===== src/rtl/ftd_pkg.sv =====
// Shared types, register indexes and reset values for the free-fall and tumble detector.
package ftd_pkg;

    localparam int ACCEL_WIDTH_DEF = 16;
    localparam int RUN_WIDTH_DEF   = 16;
    localparam int ANGLE_WIDTH     = 16;
    localparam int CFG_INDEX_WIDTH = 3;
    localparam int CFG_DATA_WIDTH  = 32;
    localparam int COUNT_WIDTH     = 16;
    localparam int TILT_WIDTH      = 15;

    localparam logic [CFG_INDEX_WIDTH-1:0] REG_FREEFALL_THRESHOLD = 3'd0;
    localparam logic [CFG_INDEX_WIDTH-1:0] REG_FREEFALL_SAMPLES   = 3'd1;
    localparam logic [CFG_INDEX_WIDTH-1:0] REG_TUMBLE_THRESHOLD   = 3'd2;
    localparam logic [CFG_INDEX_WIDTH-1:0] REG_TUMBLE_SAMPLES     = 3'd3;
    localparam logic [CFG_INDEX_WIDTH-1:0] REG_COOLDOWN_SAMPLES   = 3'd4;

    localparam logic [CFG_DATA_WIDTH-1:0] FREEFALL_THRESHOLD_RST = 32'd838861;
    localparam logic [COUNT_WIDTH-1:0]    FREEFALL_SAMPLES_RST   = 16'd50;
    localparam logic [TILT_WIDTH-1:0]     TUMBLE_THRESHOLD_RST   = 15'd6000;
    localparam logic [COUNT_WIDTH-1:0]    TUMBLE_SAMPLES_RST     = 16'd100;
    localparam logic [COUNT_WIDTH-1:0]    COOLDOWN_SAMPLES_RST   = 16'd1000;

    localparam logic [1:0] CAUSE_NONE     = 2'd0;
    localparam logic [1:0] CAUSE_FREEFALL = 2'd1;
    localparam logic [1:0] CAUSE_TUMBLE   = 2'd2;

    typedef struct packed {
        logic [CFG_DATA_WIDTH-1:0] freefall_threshold;
        logic [COUNT_WIDTH-1:0]    freefall_samples;
        logic [TILT_WIDTH-1:0]     tumble_threshold;
        logic [COUNT_WIDTH-1:0]    tumble_samples;
        logic [COUNT_WIDTH-1:0]    cooldown_samples;
    } cfg_t;

    typedef struct packed {
        logic low_mag;
        logic high_angle;
        logic flip;
    } feat_t;

endpackage


===== src/rtl/freefall_tumble_detector.sv =====
// Top level of the free-fall and tumble detector.
// Takes one IMU sample per clock and presents its result in the result register: a taken
// request lands in an input register, then the magnitude and angle compares and the run and
// cooldown counter updates feed the result register. A sample can be taken every cycle; with
// m_tready held low the block holds one result and one sample, then stalls.
// Configuration writes take effect at the next clock and belong between runs of samples.
module freefall_tumble_detector
#(
    parameter int ACCEL_WIDTH = ftd_pkg::ACCEL_WIDTH_DEF,
    parameter int RUN_WIDTH   = ftd_pkg::RUN_WIDTH_DEF,
    parameter int IN_BITS     = 3 * ACCEL_WIDTH + 2 * ftd_pkg::ANGLE_WIDTH + 1,
    parameter int IN_W        = ((IN_BITS + 7) / 8) * 8
)
(
    input  logic                                clk,
    input  logic                                rst_n,
    input  logic                                cfg_we,
    input  logic [ftd_pkg::CFG_INDEX_WIDTH-1:0] cfg_index,
    input  logic [ftd_pkg::CFG_DATA_WIDTH-1:0]  cfg_data,
    input  logic                                s_tvalid,
    output logic                                s_tready,
    // accel_x, accel_y, accel_z, roll_angle, pitch_angle, flip_active, zero fill
    input  logic [IN_W-1:0]                     s_tdata,
    output logic                                m_tvalid,
    input  logic                                m_tready,
    // anomaly, cause[1:0], zero fill
    output logic [7:0]                          m_tdata
);
    import ftd_pkg::*;

    localparam int AY_LO    = ACCEL_WIDTH;
    localparam int AZ_LO    = 2 * ACCEL_WIDTH;
    localparam int ROLL_LO  = 3 * ACCEL_WIDTH;
    localparam int PITCH_LO = ROLL_LO + ANGLE_WIDTH;
    localparam int FLIP_BIT = PITCH_LO + ANGLE_WIDTH;

    cfg_t       cfg;
    feat_t      feat;
    logic       feat_valid;
    logic       take;
    logic       anomaly;
    logic [1:0] cause;

    ftd_cfg u_cfg
    (
        .clk       (clk),
        .rst_n     (rst_n),
        .cfg_we    (cfg_we),
        .cfg_index (cfg_index),
        .cfg_data  (cfg_data),
        .cfg       (cfg)
    );

    ftd_feat #(.ACCEL_WIDTH(ACCEL_WIDTH)) u_feat
    (
        .clk         (clk),
        .rst_n       (rst_n),
        .in_valid    (s_tvalid),
        .in_ready    (s_tready),
        .accel_x     (s_tdata[AY_LO-1:0]),
        .accel_y     (s_tdata[AZ_LO-1:AY_LO]),
        .accel_z     (s_tdata[ROLL_LO-1:AZ_LO]),
        .roll_angle  (s_tdata[PITCH_LO-1:ROLL_LO]),
        .pitch_angle (s_tdata[FLIP_BIT-1:PITCH_LO]),
        .flip_active (s_tdata[FLIP_BIT]),
        .cfg         (cfg),
        .take        (take),
        .feat_valid  (feat_valid),
        .feat        (feat)
    );

    ftd_decide #(.RUN_WIDTH(RUN_WIDTH)) u_decide
    (
        .clk        (clk),
        .rst_n      (rst_n),
        .feat_valid (feat_valid),
        .feat       (feat),
        .cfg        (cfg),
        .take       (take),
        .out_valid  (m_tvalid),
        .out_ready  (m_tready),
        .anomaly    (anomaly),
        .cause      (cause)
    );

    assign m_tdata = {5'b0, cause, anomaly};

endmodule


===== src/rtl/ftd_cfg.sv =====
// Configuration register file written through the plain write port.
module ftd_cfg
(
    input  logic                                   clk,
    input  logic                                   rst_n,
    input  logic                                   cfg_we,
    input  logic [ftd_pkg::CFG_INDEX_WIDTH-1:0]    cfg_index,
    input  logic [ftd_pkg::CFG_DATA_WIDTH-1:0]     cfg_data,
    output ftd_pkg::cfg_t                          cfg
);
    import ftd_pkg::*;

    cfg_t cfg_reg;
    cfg_t cfg_next;

    always_comb
    begin
        cfg_next = cfg_reg;
        if (cfg_we)
        begin
            case (cfg_index)
                REG_FREEFALL_THRESHOLD: cfg_next.freefall_threshold = cfg_data;
                REG_FREEFALL_SAMPLES:   cfg_next.freefall_samples = cfg_data[COUNT_WIDTH-1:0];
                REG_TUMBLE_THRESHOLD:   cfg_next.tumble_threshold = cfg_data[TILT_WIDTH-1:0];
                REG_TUMBLE_SAMPLES:     cfg_next.tumble_samples = cfg_data[COUNT_WIDTH-1:0];
                REG_COOLDOWN_SAMPLES:   cfg_next.cooldown_samples = cfg_data[COUNT_WIDTH-1:0];
                default:                cfg_next = cfg_reg;
            endcase
        end
    end

    always_ff @(posedge clk or negedge rst_n)
    begin
        if (!rst_n)
        begin
            cfg_reg.freefall_threshold <= FREEFALL_THRESHOLD_RST;
            cfg_reg.freefall_samples   <= FREEFALL_SAMPLES_RST;
            cfg_reg.tumble_threshold   <= TUMBLE_THRESHOLD_RST;
            cfg_reg.tumble_samples     <= TUMBLE_SAMPLES_RST;
            cfg_reg.cooldown_samples   <= COOLDOWN_SAMPLES_RST;
        end
        else
        begin
            cfg_reg <= cfg_next;
        end
    end

    assign cfg = cfg_reg;

endmodule


===== src/rtl/ftd_feat.sv =====
// Input register and per-sample magnitude and angle comparisons.
module ftd_feat
#(
    parameter int ACCEL_WIDTH = ftd_pkg::ACCEL_WIDTH_DEF
)
(
    input  logic                                   clk,
    input  logic                                   rst_n,
    input  logic                                   in_valid,
    output logic                                   in_ready,
    input  logic signed [ACCEL_WIDTH-1:0]          accel_x,
    input  logic signed [ACCEL_WIDTH-1:0]          accel_y,
    input  logic signed [ACCEL_WIDTH-1:0]          accel_z,
    input  logic signed [ftd_pkg::ANGLE_WIDTH-1:0] roll_angle,
    input  logic signed [ftd_pkg::ANGLE_WIDTH-1:0] pitch_angle,
    input  logic                                   flip_active,
    input  ftd_pkg::cfg_t                          cfg,
    input  logic                                   take,
    output logic                                   feat_valid,
    output ftd_pkg::feat_t                         feat
);
    import ftd_pkg::*;

    localparam int SQ_W  = 2 * ACCEL_WIDTH;
    localparam int MAG_W = SQ_W + 2;
    localparam int CMP_W = (MAG_W > CFG_DATA_WIDTH) ? MAG_W : CFG_DATA_WIDTH;

    logic                          valid_reg;
    logic                          valid_next;
    logic signed [ACCEL_WIDTH-1:0] ax_reg;
    logic signed [ACCEL_WIDTH-1:0] ay_reg;
    logic signed [ACCEL_WIDTH-1:0] az_reg;
    logic signed [ANGLE_WIDTH-1:0] roll_reg;
    logic signed [ANGLE_WIDTH-1:0] pitch_reg;
    logic                          flip_reg;

    logic [ACCEL_WIDTH-1:0] abs_x;
    logic [ACCEL_WIDTH-1:0] abs_y;
    logic [ACCEL_WIDTH-1:0] abs_z;
    logic [SQ_W-1:0]        sq_x;
    logic [SQ_W-1:0]        sq_y;
    logic [SQ_W-1:0]        sq_z;
    logic [MAG_W-1:0]       mag;
    logic [ANGLE_WIDTH-1:0] roll_mag;
    logic [ANGLE_WIDTH-1:0] pitch_mag;
    logic [ANGLE_WIDTH-1:0] tilt;
    logic                   load;

    assign in_ready = !valid_reg || take;
    assign load     = in_valid && in_ready;

    always_comb
    begin
        valid_next = valid_reg;
        if (load)
        begin
            valid_next = 1'b1;
        end
        else if (take)
        begin
            valid_next = 1'b0;
        end
    end

    always_ff @(posedge clk or negedge rst_n)
    begin
        if (!rst_n)
        begin
            valid_reg <= 1'b0;
        end
        else
        begin
            valid_reg <= valid_next;
        end
    end

    always_ff @(posedge clk)
    begin
        if (load)
        begin
            ax_reg    <= accel_x;
            ay_reg    <= accel_y;
            az_reg    <= accel_z;
            roll_reg  <= roll_angle;
            pitch_reg <= pitch_angle;
            flip_reg  <= flip_active;
        end
    end

    assign abs_x = ax_reg[ACCEL_WIDTH-1] ? ACCEL_WIDTH'(-ax_reg) : ACCEL_WIDTH'(ax_reg);
    assign abs_y = ay_reg[ACCEL_WIDTH-1] ? ACCEL_WIDTH'(-ay_reg) : ACCEL_WIDTH'(ay_reg);
    assign abs_z = az_reg[ACCEL_WIDTH-1] ? ACCEL_WIDTH'(-az_reg) : ACCEL_WIDTH'(az_reg);

    assign sq_x = SQ_W'(abs_x) * SQ_W'(abs_x);
    assign sq_y = SQ_W'(abs_y) * SQ_W'(abs_y);
    assign sq_z = SQ_W'(abs_z) * SQ_W'(abs_z);
    assign mag  = MAG_W'(sq_x) + MAG_W'(sq_y) + MAG_W'(sq_z);

    assign roll_mag  = roll_reg[ANGLE_WIDTH-1] ? ANGLE_WIDTH'(-roll_reg)
                                               : ANGLE_WIDTH'(roll_reg);
    assign pitch_mag = pitch_reg[ANGLE_WIDTH-1] ? ANGLE_WIDTH'(-pitch_reg)
                                                : ANGLE_WIDTH'(pitch_reg);
    assign tilt      = (roll_mag >= pitch_mag) ? roll_mag : pitch_mag;

    assign feat_valid      = valid_reg;
    assign feat.low_mag    = CMP_W'(mag) < CMP_W'(cfg.freefall_threshold);
    assign feat.high_angle = tilt > ANGLE_WIDTH'(cfg.tumble_threshold);
    assign feat.flip       = flip_reg;

endmodule


===== src/rtl/ftd_decide.sv =====
// Run and cooldown counters with the result register.
module ftd_decide
#(
    parameter int RUN_WIDTH = ftd_pkg::RUN_WIDTH_DEF
)
(
    input  logic           clk,
    input  logic           rst_n,
    input  logic           feat_valid,
    input  ftd_pkg::feat_t feat,
    input  ftd_pkg::cfg_t  cfg,
    output logic           take,
    output logic           out_valid,
    input  logic           out_ready,
    output logic           anomaly,
    output logic [1:0]     cause
);
    import ftd_pkg::*;

    localparam int CNT_W = (RUN_WIDTH > COUNT_WIDTH) ? RUN_WIDTH : COUNT_WIDTH;
    localparam logic [RUN_WIDTH-1:0] RUN_MAX = {RUN_WIDTH{1'b1}};

    logic [RUN_WIDTH-1:0]   ff_run_reg;
    logic [RUN_WIDTH-1:0]   ff_run_next;
    logic [RUN_WIDTH-1:0]   tb_run_reg;
    logic [RUN_WIDTH-1:0]   tb_run_next;
    logic [COUNT_WIDTH-1:0] cooldown_reg;
    logic [COUNT_WIDTH-1:0] cooldown_next;
    logic                   res_valid_reg;
    logic                   res_valid_next;
    logic                   anomaly_reg;
    logic                   anomaly_next;
    logic [1:0]             cause_reg;
    logic [1:0]             cause_next;
    logic                   fire;
    logic [RUN_WIDTH-1:0]   ff_inc;
    logic [RUN_WIDTH-1:0]   tb_inc;
    logic                   ff_flag;

    assign take = !res_valid_reg || out_ready;
    assign fire = feat_valid && take;

    assign ff_inc = (ff_run_reg == RUN_MAX) ? RUN_MAX : ff_run_reg + 1'b1;
    assign tb_inc = (tb_run_reg == RUN_MAX) ? RUN_MAX : tb_run_reg + 1'b1;

    always_comb
    begin
        ff_run_next    = ff_run_reg;
        tb_run_next    = tb_run_reg;
        cooldown_next  = cooldown_reg;
        anomaly_next   = anomaly_reg;
        cause_next     = cause_reg;
        res_valid_next = res_valid_reg;
        ff_flag        = 1'b0;
        if (fire)
        begin
            res_valid_next = 1'b1;
            anomaly_next   = 1'b0;
            cause_next     = CAUSE_NONE;
            if (feat.flip)
            begin
                cooldown_next = cfg.cooldown_samples;
            end
            else if (cooldown_reg != '0)
            begin
                cooldown_next = cooldown_reg - 1'b1;
            end
            else
            begin
                if (feat.low_mag)
                begin
                    ff_run_next = ff_inc;
                    ff_flag     = CNT_W'(ff_inc) >= CNT_W'(cfg.freefall_samples);
                end
                else
                begin
                    ff_run_next = '0;
                end
                if (ff_flag)
                begin
                    anomaly_next = 1'b1;
                    cause_next   = CAUSE_FREEFALL;
                end
                else if (feat.high_angle)
                begin
                    tb_run_next = tb_inc;
                    if (CNT_W'(tb_inc) >= CNT_W'(cfg.tumble_samples))
                    begin
                        anomaly_next = 1'b1;
                        cause_next   = CAUSE_TUMBLE;
                    end
                end
                else
                begin
                    tb_run_next = '0;
                end
            end
        end
        else if (out_ready)
        begin
            res_valid_next = 1'b0;
        end
    end

    always_ff @(posedge clk or negedge rst_n)
    begin
        if (!rst_n)
        begin
            ff_run_reg    <= '0;
            tb_run_reg    <= '0;
            cooldown_reg  <= '0;
            res_valid_reg <= 1'b0;
        end
        else
        begin
            ff_run_reg    <= ff_run_next;
            tb_run_reg    <= tb_run_next;
            cooldown_reg  <= cooldown_next;
            res_valid_reg <= res_valid_next;
        end
    end

    always_ff @(posedge clk)
    begin
        anomaly_reg <= anomaly_next;
        cause_reg   <= cause_next;
    end

    assign out_valid = res_valid_reg;
    assign anomaly   = anomaly_reg;
    assign cause     = cause_reg;

    a_flag_matches_cause: assert property (@(posedge clk) disable iff (!rst_n)
        res_valid_reg |-> (anomaly_reg == (cause_reg != CAUSE_NONE)))
        else $error("anomaly flag disagrees with cause");

    a_flip_loads_cooldown: assert property (@(posedge clk) disable iff (!rst_n)
        (fire && feat.flip) |=> (cooldown_reg == $past(cfg.cooldown_samples)))
        else $error("cooldown not loaded by flip");

    a_quiet_in_cooldown: assert property (@(posedge clk) disable iff (!rst_n)
        (fire && (feat.flip || cooldown_reg != '0)) |=> !anomaly_reg)
        else $error("anomaly reported during flip or cooldown");

    a_runs_held_in_cooldown: assert property (@(posedge clk) disable iff (!rst_n)
        (fire && (feat.flip || cooldown_reg != '0)) |=> $stable(ff_run_reg) && $stable(tb_run_reg))
        else $error("run counters moved during flip or cooldown");

endmodule

===== config.mk =====
export PLATFORM = sky130hd
export DESIGN_NAME = freefall_tumble_detector
export DESIGN_NICKNAME = d
export VERILOG_FILES = /design/src/rtl/ftd_pkg.sv /design/src/rtl/freefall_tumble_detector.sv /design/src/rtl/ftd_cfg.sv /design/src/rtl/ftd_feat.sv /design/src/rtl/ftd_decide.sv
export SDC_FILE = /design/constraint.sdc
export NUM_CORES = 2
export LEC_CHECK = 0
export ABC_AREA = 0
export BUFFER_PORTS_ARGS = -buffer_cell sky130_fd_sc_hd__buf_2
export CORE_MARGIN = 1
export CORE_UTILIZATION = 59
export DETAILED_ROUTE_END_ITERATION = 8
export GPL_ROUTABILITY_DRIVEN = 0
export PLACE_DENSITY_LB_ADDON = 0.3
export SETUP_SLACK_MARGIN = 0.5
export SLEW_MARGIN = 5
export SYNTH_ARGS = -nofsm -noshare
export SYNTH_HDL_FRONTEND = slang
export SYNTH_SLANG_ARGS = --single-unit
export TNS_END_PERCENT = 100

===== constraint.sdc =====
create_clock -name clk -period 13.7 [get_ports clk]
set_input_delay 2.74 -clock clk [delete_from_list [all_inputs] [get_ports clk]]
set_output_delay 2.74 -clock clk [all_outputs]
set_load 0.02 [all_outputs]

==> key figures <==
STA
  • Final count of negative-setup-slack endpoints: 0
  • Post-route worst hold slack: 0.454 ns
  • Final max-slew violation count: 0
  • Normalized max-slew margin: 0.282
  • Hold violation count in the final report: 0
  • Time the final worst path needs with I/O delays and setup: 13.28 ns
  • Slew at the pin closest to its max-slew limit: 1.07 ns
  • Sum Neg Setup Slack: 0 ns
  • Max Clock Freq: 0.0753 GHz
  • Share of the cycle needed by the critical path after routing: 0.970
  • Worst Clk Skew: 0.0366 ns
  • Unrepaired setup endpoints after global routing: true

Yosys
  • Cell count after synthesis: 3720
  • Sequential-to-total area share from yosys stat: 0.176
  • Area fraction of the dominant cell type after synthesis: 0.330
  • Dominant synthesized flop cell: sky130_fd_sc_hd__dfrtp_1
  • Cell type with the largest total area after synthesis: sky130_fd_sc_hd__fa_1
  • Mapped cell area: 0.0352 mm²
  • Yosys cell types: 87
  • Async set or reset register ratio after synthesis: 0.633
  • Most common cell in the netlist: sky130_fd_sc_hd__inv_1
  • Number of enable flip-flop cells after synthesis: 84
  • Most area-consuming cells after synthesis: sky130_fd_sc_hd__fa_1, sky130_fd_sc_hd__ha_1, sky130_fd_sc_hd__inv_1
  • Synth Warn #: 0
  • Mean instance size in the synthesized netlist: 9.47 µm²
  • Synth top cells by count: sky130_fd_sc_hd__inv_1, sky130_fd_sc_hd__fa_1, sky130_fd_sc_hd__ha_1
  • Flops & latches, synth: 229

Global route
  • GR Layer Usage met1: 0.390
  • Global-route wire length before repair: 136000 µm
  • Via count of the first global-routing pass: 27200
  • Met3 usage: 0.0382
  • Pin count of the biggest net entering global routing: 75
  • Global-route congestion overflow total: 0
  • Global-route total usage across every layer: 0.285
  • Peak-usage layer in the global routing report: met2
  • GR Layer Usage met2: 0.472
  • Number of antenna violations at the first check in global routing: 5

Critical path
  • Library cell contributing the largest single delay on the critical path: sky130_fd_sc_hd__fa_1
  • Slowest stage delay, CP: 0.60 ns
  • Data arrival time of the critical path: 13.78 ns
  • Kind of critical path: register to register
  • CP startpoint kind: register
  • Required time of the critical path: 14.19 ns
  • Peak fanout along the critical path: 8
  • Kind of capture point of the worst setup path: register
  • Most frequent CP cell: sky130_fd_sc_hd__fa_1

Layout
  • Share of post-route cells with drive strength above 1: 0.148
  • Flip-flop count of the largest register, all copies and words added: 95
  • Post-Route Utilization: 0.674
  • Final #Nets: 5116
  • Area overhead of the layout relative to synthesis: 12.9%
  • Finished Layout Cells: 4808

Clock network
  • Clock transition at path regs: 0.07 ns
  • Total number of H-tree levels: 1
  • CTS tree: yes
  • Worst-case clock buffer depth: 3
  • Root Buffer: sky130_fd_sc_hd__clkbuf_16
  • Cts-stage hold buffer count: 0
  • Number of clock sinks: 229
  • Later-pin clock latency in the skew report: 0.58 ns
  • Num CTS Buffers: 26

Routing
  • Final routed wirelength across all metal layers: 83200 µm
  • Via count of the routed design: 26300
  • Final routed wire length divided by cell count: 17.3 µm
  • DRT antenna net count: 0
  • DRC violation count after routing: 1
  • Vias per std cell: 5.46
  • First-pass iteration count of the detailed router: 7
  • Starting DRC count in detailed routing: 1604

Die
  • Number of standard-cell rows in the floorplan: 89
  • Die ar.: 0.0607 mm²
  • Initial Utilization: 0.597
  • Count of pins on the block boundary: 138
  • Core area: 0.0590 mm²
  • Die W: 246 µm
  • Vertical die dimension: 246 µm

Placement
  • # placed instances: 4692
  • Placed wire-length estimate after detailed placement: 67700 µm
  • Count of buffers inserted at the top-level ports: 125

Outcome
  • Violated checks: DRC
  • Run status: finished, violations left

Run
  • Count of max-cap constraint violations: 0

Worst hold path
  • Worst min-delay path class: register to register
final timing paths:
path / slack [ns] / to / cells past startpoint / from
setup / recovery: 0.42 / u_decide.tb_run_reg[11] / 48 / u_feat.ay_reg[0]
max in group asynchronous: 10.08 / u_cfg.cfg[12] / 2 / rst_n
setup reg to reg: 0.42 / u_decide.tb_run_reg[11] / 48 / u_feat.ay_reg[0]
hold / removal: 0.45 / u_decide.out_valid / 1 / u_feat.feat_valid
hold reg to reg: 0.45 / u_decide.out_valid / 1 / u_feat.feat_valid
min in group asynchronous: 2.19 / u_cfg.cfg[88] / 1 / rst_n
routing by layer:
| metal | up-vias | wire length, µm |
|---|---|---|
| met5 | - | 0 |
| met3 | 162 | 5820 |
| li1 | 12100 | - |
| met2 | 797 | 40700 |
| met1 | 13200 | 34100 |
| met4 | 0 | 2660 |
stage by stage:
step                      setup WS (ns)  cell area, µm²
after global placement            0.168           37500
after floorplan                   0.612           35400
after detailed placement         -0.144           37500
final                             0.416           39700
after CTS                         0.502           39000
after global routing            -0.0708           39700
kinds of logic after synthesis:
logic type,synth area share
AOI/OAI and AO/OA,0.0833
xor gates and xnor gates,0.0395
muxes,0.0182
and+or+nand+nor,0.105
buffers and inverters,0.108
DFF,0.176
adders and majority gates,0.471
other,0.000213
cell usage in the layout, fill, tap and decap left out, types with 103 or more instances in the layout:
cell type	netlist	routed
sky130_fd_sc_hd__fa_1	581	573
sky130_fd_sc_hd__nand2_1	324	315
sky130_fd_sc_hd__dfrtp_1	115	115
sky130_fd_sc_hd__ha_1	395	378
sky130_fd_sc_hd__inv_1	901	888
sky130_fd_sc_hd__buf_4	6	162
sky130_fd_sc_hd__o21ai_0	156	141
sky130_fd_sc_hd__a21oi_1	117	103
sky130_fd_sc_hd__nor2_1	305	280
sky130_fd_sc_hd__buf_2	6	124
area by class of cell:
cell class              count  area, µm²
diodes                      3       7.51
clock buffers              33        751
clock inverters            15        169
fillers                  4606      19300
inverters                 919       3450
multi-input cells        2534      26100
flip-flops and latches    229       6190
well taps                 773        967
repair buffers            302       2070
timing repair:
item	CTS	global route
gates cloned	1	0
setup buffers	34	30
pin swaps	61	98
resized for setup	79	107
hold endpoints to repair	0	0
endpoints found under the setup margin	35	35
critical path: cells and delay by family, from the launching register on:
family,cells,cell delay [ns]
fa+ha+maj,15,6.95
buf+inv,9,1.07
mux,1,0.23
compound gates,12,2.32
xor+xnor,3,0.44
simple gates,8,1.63
flops,1,0.53
Power is not shown: default switching activity piles up to over one toggle a cycle in this logic, so the estimate is an artifact.
